--- src/rtl/bsc_ram.sv ---
// Generic single-port RAM with registered read.
// No dependencies.
`default_nettype none
module bsc_ram #(
    parameter int WIDTH = 8,
    parameter int DEPTH = 256
) (
    input  wire logic                     clk,
    input  wire logic                     we,
    input  wire logic [$clog2(DEPTH)-1:0] addr,
    input  wire logic [WIDTH-1:0]         wdata,
    output logic      [WIDTH-1:0]         rdata
);
    logic [WIDTH-1:0] mem [DEPTH];

    always_ff @(posedge clk)
    begin
        if (we)
        begin
            mem[addr] <= wdata;
        end
        rdata <= mem[addr];
    end
endmodule
`default_nettype wire

--- config.mk ---
export PLATFORM = sky130hd
export DESIGN_NAME = bsc_ram
export DESIGN_NICKNAME = d
export VERILOG_FILES = /design/src/rtl/bsc_ram.sv
export SDC_FILE = /design/constraint.sdc
export NUM_CORES = 2
export LEC_CHECK = 0
export ABC_AREA = 1
export BUFFER_PORTS_ARGS = -buffer_cell sky130_fd_sc_hd__buf_4
export CAP_MARGIN = 20
export CORE_MARGIN = 3
export CORE_UTILIZATION = 59
export DETAILED_ROUTE_END_ITERATION = 10
export PLACE_DENSITY = 0.71
export SLEW_MARGIN = 20
export SYNTH_ARGS = -nofsm -noshare
export SYNTH_HDL_FRONTEND = slang
export SYNTH_SLANG_ARGS = --single-unit
--- constraint.sdc ---
create_clock -name clk -period 6.5 [get_ports clk]
set_input_delay 0.65 -clock clk [delete_from_list [all_inputs] [get_ports clk]]
set_output_delay 0.65 -clock clk [all_outputs]
set_load 0.02 [all_outputs]
# == After elaboration in Yosys (flattened, before gate mapping) ==
# Memories as Yosys holds them, arrays and structs flattened. A register that Yosys moved wholly into a read port is not among the register bits.
# Index checks and enable logic that the tools add are counted.
# W data, S select, Z words.
# totals
register_bits,0
ram_bits,2048
input_bits,18
output_inout_bits,8
elab_cells,3
n_memories,1
# classes
n_mux,2
# mem_list
memory,words,word_bits,read_ports,rd_clocked_by_memory_dff,wr,line_no,text
mem,256,8,1,1,1,14,logic [WIDTH-1:0] mem [DEPTH];
# ops
operator,count
$mux W1,2

# == Longest topological paths before layout ==
# depth
word_depth,2
ltp_mapped,15

# == Least setup slack after synthesis ==
# OpenSTA, ideal clock, no wires.
# synth_timing
path_kind,input -> register
start,input addr[1]
end,memory mem[234][0] (enable)
arrival_ns,2.120
t_required_ns,6.130
slack_ns,4.010
stages,10
cell_sequence,buf_4 inv_4 nor2_8 buf_4 buf_4 inv_2 nor2_1 nand2_1 clkbuf_1 nor2_1
# synth_lines
element,line_no,text
start: declaration,10,"input wire logic [$clog2(DEPTH)-1:0] addr,"
end: declaration,14,
# No word-level cell before the write port.

==> flow_summary.json <==
{
  "crit_arrival_ns": 4.52,
  "drc": 0,
  "synthDistinctLibCells": 18,
  "layout-drive-gt1-share_pct": 4.77,
  "worstPathRequired_ns": 7.28,
  "max-slew-margin-rel_pct": 15.5,
  "grt_max_degree": 203,
  "rows": 138,
  "htree_levels": 4,
  "viasPerCell": 5.65,
  "ant_nets": 0,
  "hold_path_class": "in -> reg",
  "final_common_cell": "nand2_1",
  "holdBufCountCts": 0,
  "final_nets": 7917,
  "io_buffers": 25,
  "drv_slew": 0,
  "grt_pass1_vias": 53172,
  "fp.dieH_um": 385,
  "cts_tree": "done",
  "syn_area_mm2": 0.0849,
  "yosys_register_bits": 2056,
  "initial_utilization_pct": 59.7,
  "gr-total-overflow": 0,
  "drt_iter0_markers": 6929,
  "fin_cells": 9963,
  "dp_hpwl_um": 119000,
  "critPathLaunchType": "primary input",
  "wl_um": 216000,
  "avgSynthCellArea_um2": 10.6,
  "grtUsageTotal_pct": 29.2,
  "critPathKind": "in -> reg",
  "vias": 56308,
  "dr.pass1.iters": 6,
  "status": "finished, final reports clean",
  "r2r_start": "mem[141][4]",
  "min_period_ns": 3.74,
  "core_area_mm2": 0.142,
  "clk_pin_slew_ns": 0.06,
  "max_freq_mhz": 268,
  "wl_per_cell_um": 21.7,
  "fin_tns_setup_ns": 0,
  "die_x_um": 385,
  "powerDensity_mw_per_mm2": 299,
  "setup_violations": 0,
  "ctsResizeCount": 0,
  "syn_inst": 8021,
  "clk_latency_ns": 0.84,
  "mostFrequentLayoutCells": "nand2_1 (4768), edfxtp_1 (2048), nor2_1 (355)",
  "routabilityCongestion": 0.880,
  "drv_cap": 0,
  "cts_buffers": 200,
  "clk_path_buf_depth": 3,
  "finClkSkew_ns": 0.0289,
  "synth_nets": 8039,
  "area_delta_synth_final_pct": 9.50,
  "place_inst": 9585,
  "hold_viol": 0,
  "yosysSeqAreaShare_pct": 72.7,
  "die-area_mm2": 0.148,
  "clockRootBuffer": "clkbuf_16",
  "cp-end-kind": "register",
  "rsz0062_at_grt": "no",
  "grt_pass1_wl_um": 325000,
  "worstPathMaxFanout": 99,
  "ios": 26,
  "clock_sinks": 2056,
  "tightest_slew_ns": 1.27,
  "p_leak_nw": 36.7,
  "antenna_found_initial": 7,
  "min-delay-start": "wdata[5]",
  "yosysWarningCount": 0,
  "startpoint": "addr[0]",
  "postCtsSetupBuffers": 0,
  "ir_drop_uv": 316,
  "period_share_pct": 57.5
}
## cell families (layout without fill, tap and decap cells)
group                  Yosys count  count (layout)  synth area share, %
and+or+nand+nor               5321            5321                 23.8
DFF                           2056            2056                 72.7
buffers and inverters          452             500                 2.36
AOI/OAI and AO/OA              192             192                 1.13
other                            0               4                    0
## worst paths after layout
check	to	slack, ns	cells after the start
worst max register to register	rdata[4]	4.33	12
worst min register to register	rdata[5]	0.91	10
worst max-delay path	rdata[0]	2.76	15
worst min-delay path	mem[100][5]	0.29	1
## worst max-delay path, cell delays in order
cell     delay [ns]
buf_8          0.49
buf_4          0.67
buf_4          0.86
nand2_1        0.13
nand2_1        0.11
nand2_1        0.07
nand2_1        0.12
nand2_1        0.05
nand2_1        0.12
o21ai_1        0.11
nand2_1        0.18
nor2_1         0.08
nor2_1         0.40
nor2_1         0.20
nand2_1        0.11
## metrics by stage
stage                     worst slack, ns  hold slack [ns]  util [%]  cell area [um2]  power, mW
final                                2.76            0.292      65.4            92900       27.8
after global routing                 2.54            0.278      65.4            92900       28.5
after CTS                            2.89            0.260      65.3            92900       27.8
after detailed placement             2.02            0.902      60.8            86300       16.4
after global placement               2.00            0.920      60.7            86300       16.4
after floorplan                      4.01            0.749         -            84900       15.7
## layer usage
| layer | vias up | GRT usage [%] | wire, um |
|---|---|---|---|
| met5 | - | 0 | 55 |
| met4 | 8 | 11.1 | 8200 |
| met3 | 445 | 5.73 | 21800 |
| met2 | 2861 | 45.9 | 99900 |
| met1 | 26895 | 40.8 | 86400 |
| li1 | 26099 | - | - |
## sequential cells by signal, indices dropped and copies added (netlist names)
| name | flops |
|---|---|
| mem | 2048 |
| rdata | 8 |
## cell type report
class	instances	area (um2)
Sequential cell	2056	61700
Fill cell	10664	49200
Multi-Input combinational cell	5513	21200
Clock buffer	251	5280
Tap cell	1890	2360
Clock inverter	121	1240
Timing Repair Buffer	93	963
Inverter	35	165
Antenna cell	4	10.0
## cells in the mapped netlist, drive strengths merged
cell / count / area, um2
a21oi: 32 / 160
buf: 247 / 1230
clkbuf: 170 / 638
dfxtp: 8 / 160
edfxtp: 2048 / 61500
inv: 35 / 136
nand2: 4771 / 17900
nand3: 188 / 941
nor2: 362 / 1380
o21ai: 160 / 801
## where the power goes
part | switching (mW) | total [mW] | internal, mW
logic | 1.20 | 1.53 | 0.329
registers | 0.0288 | 14.6 | 14.6
clock network | 4.88 | 11.6 | 6.73
(Power assumes the default switching activity.)
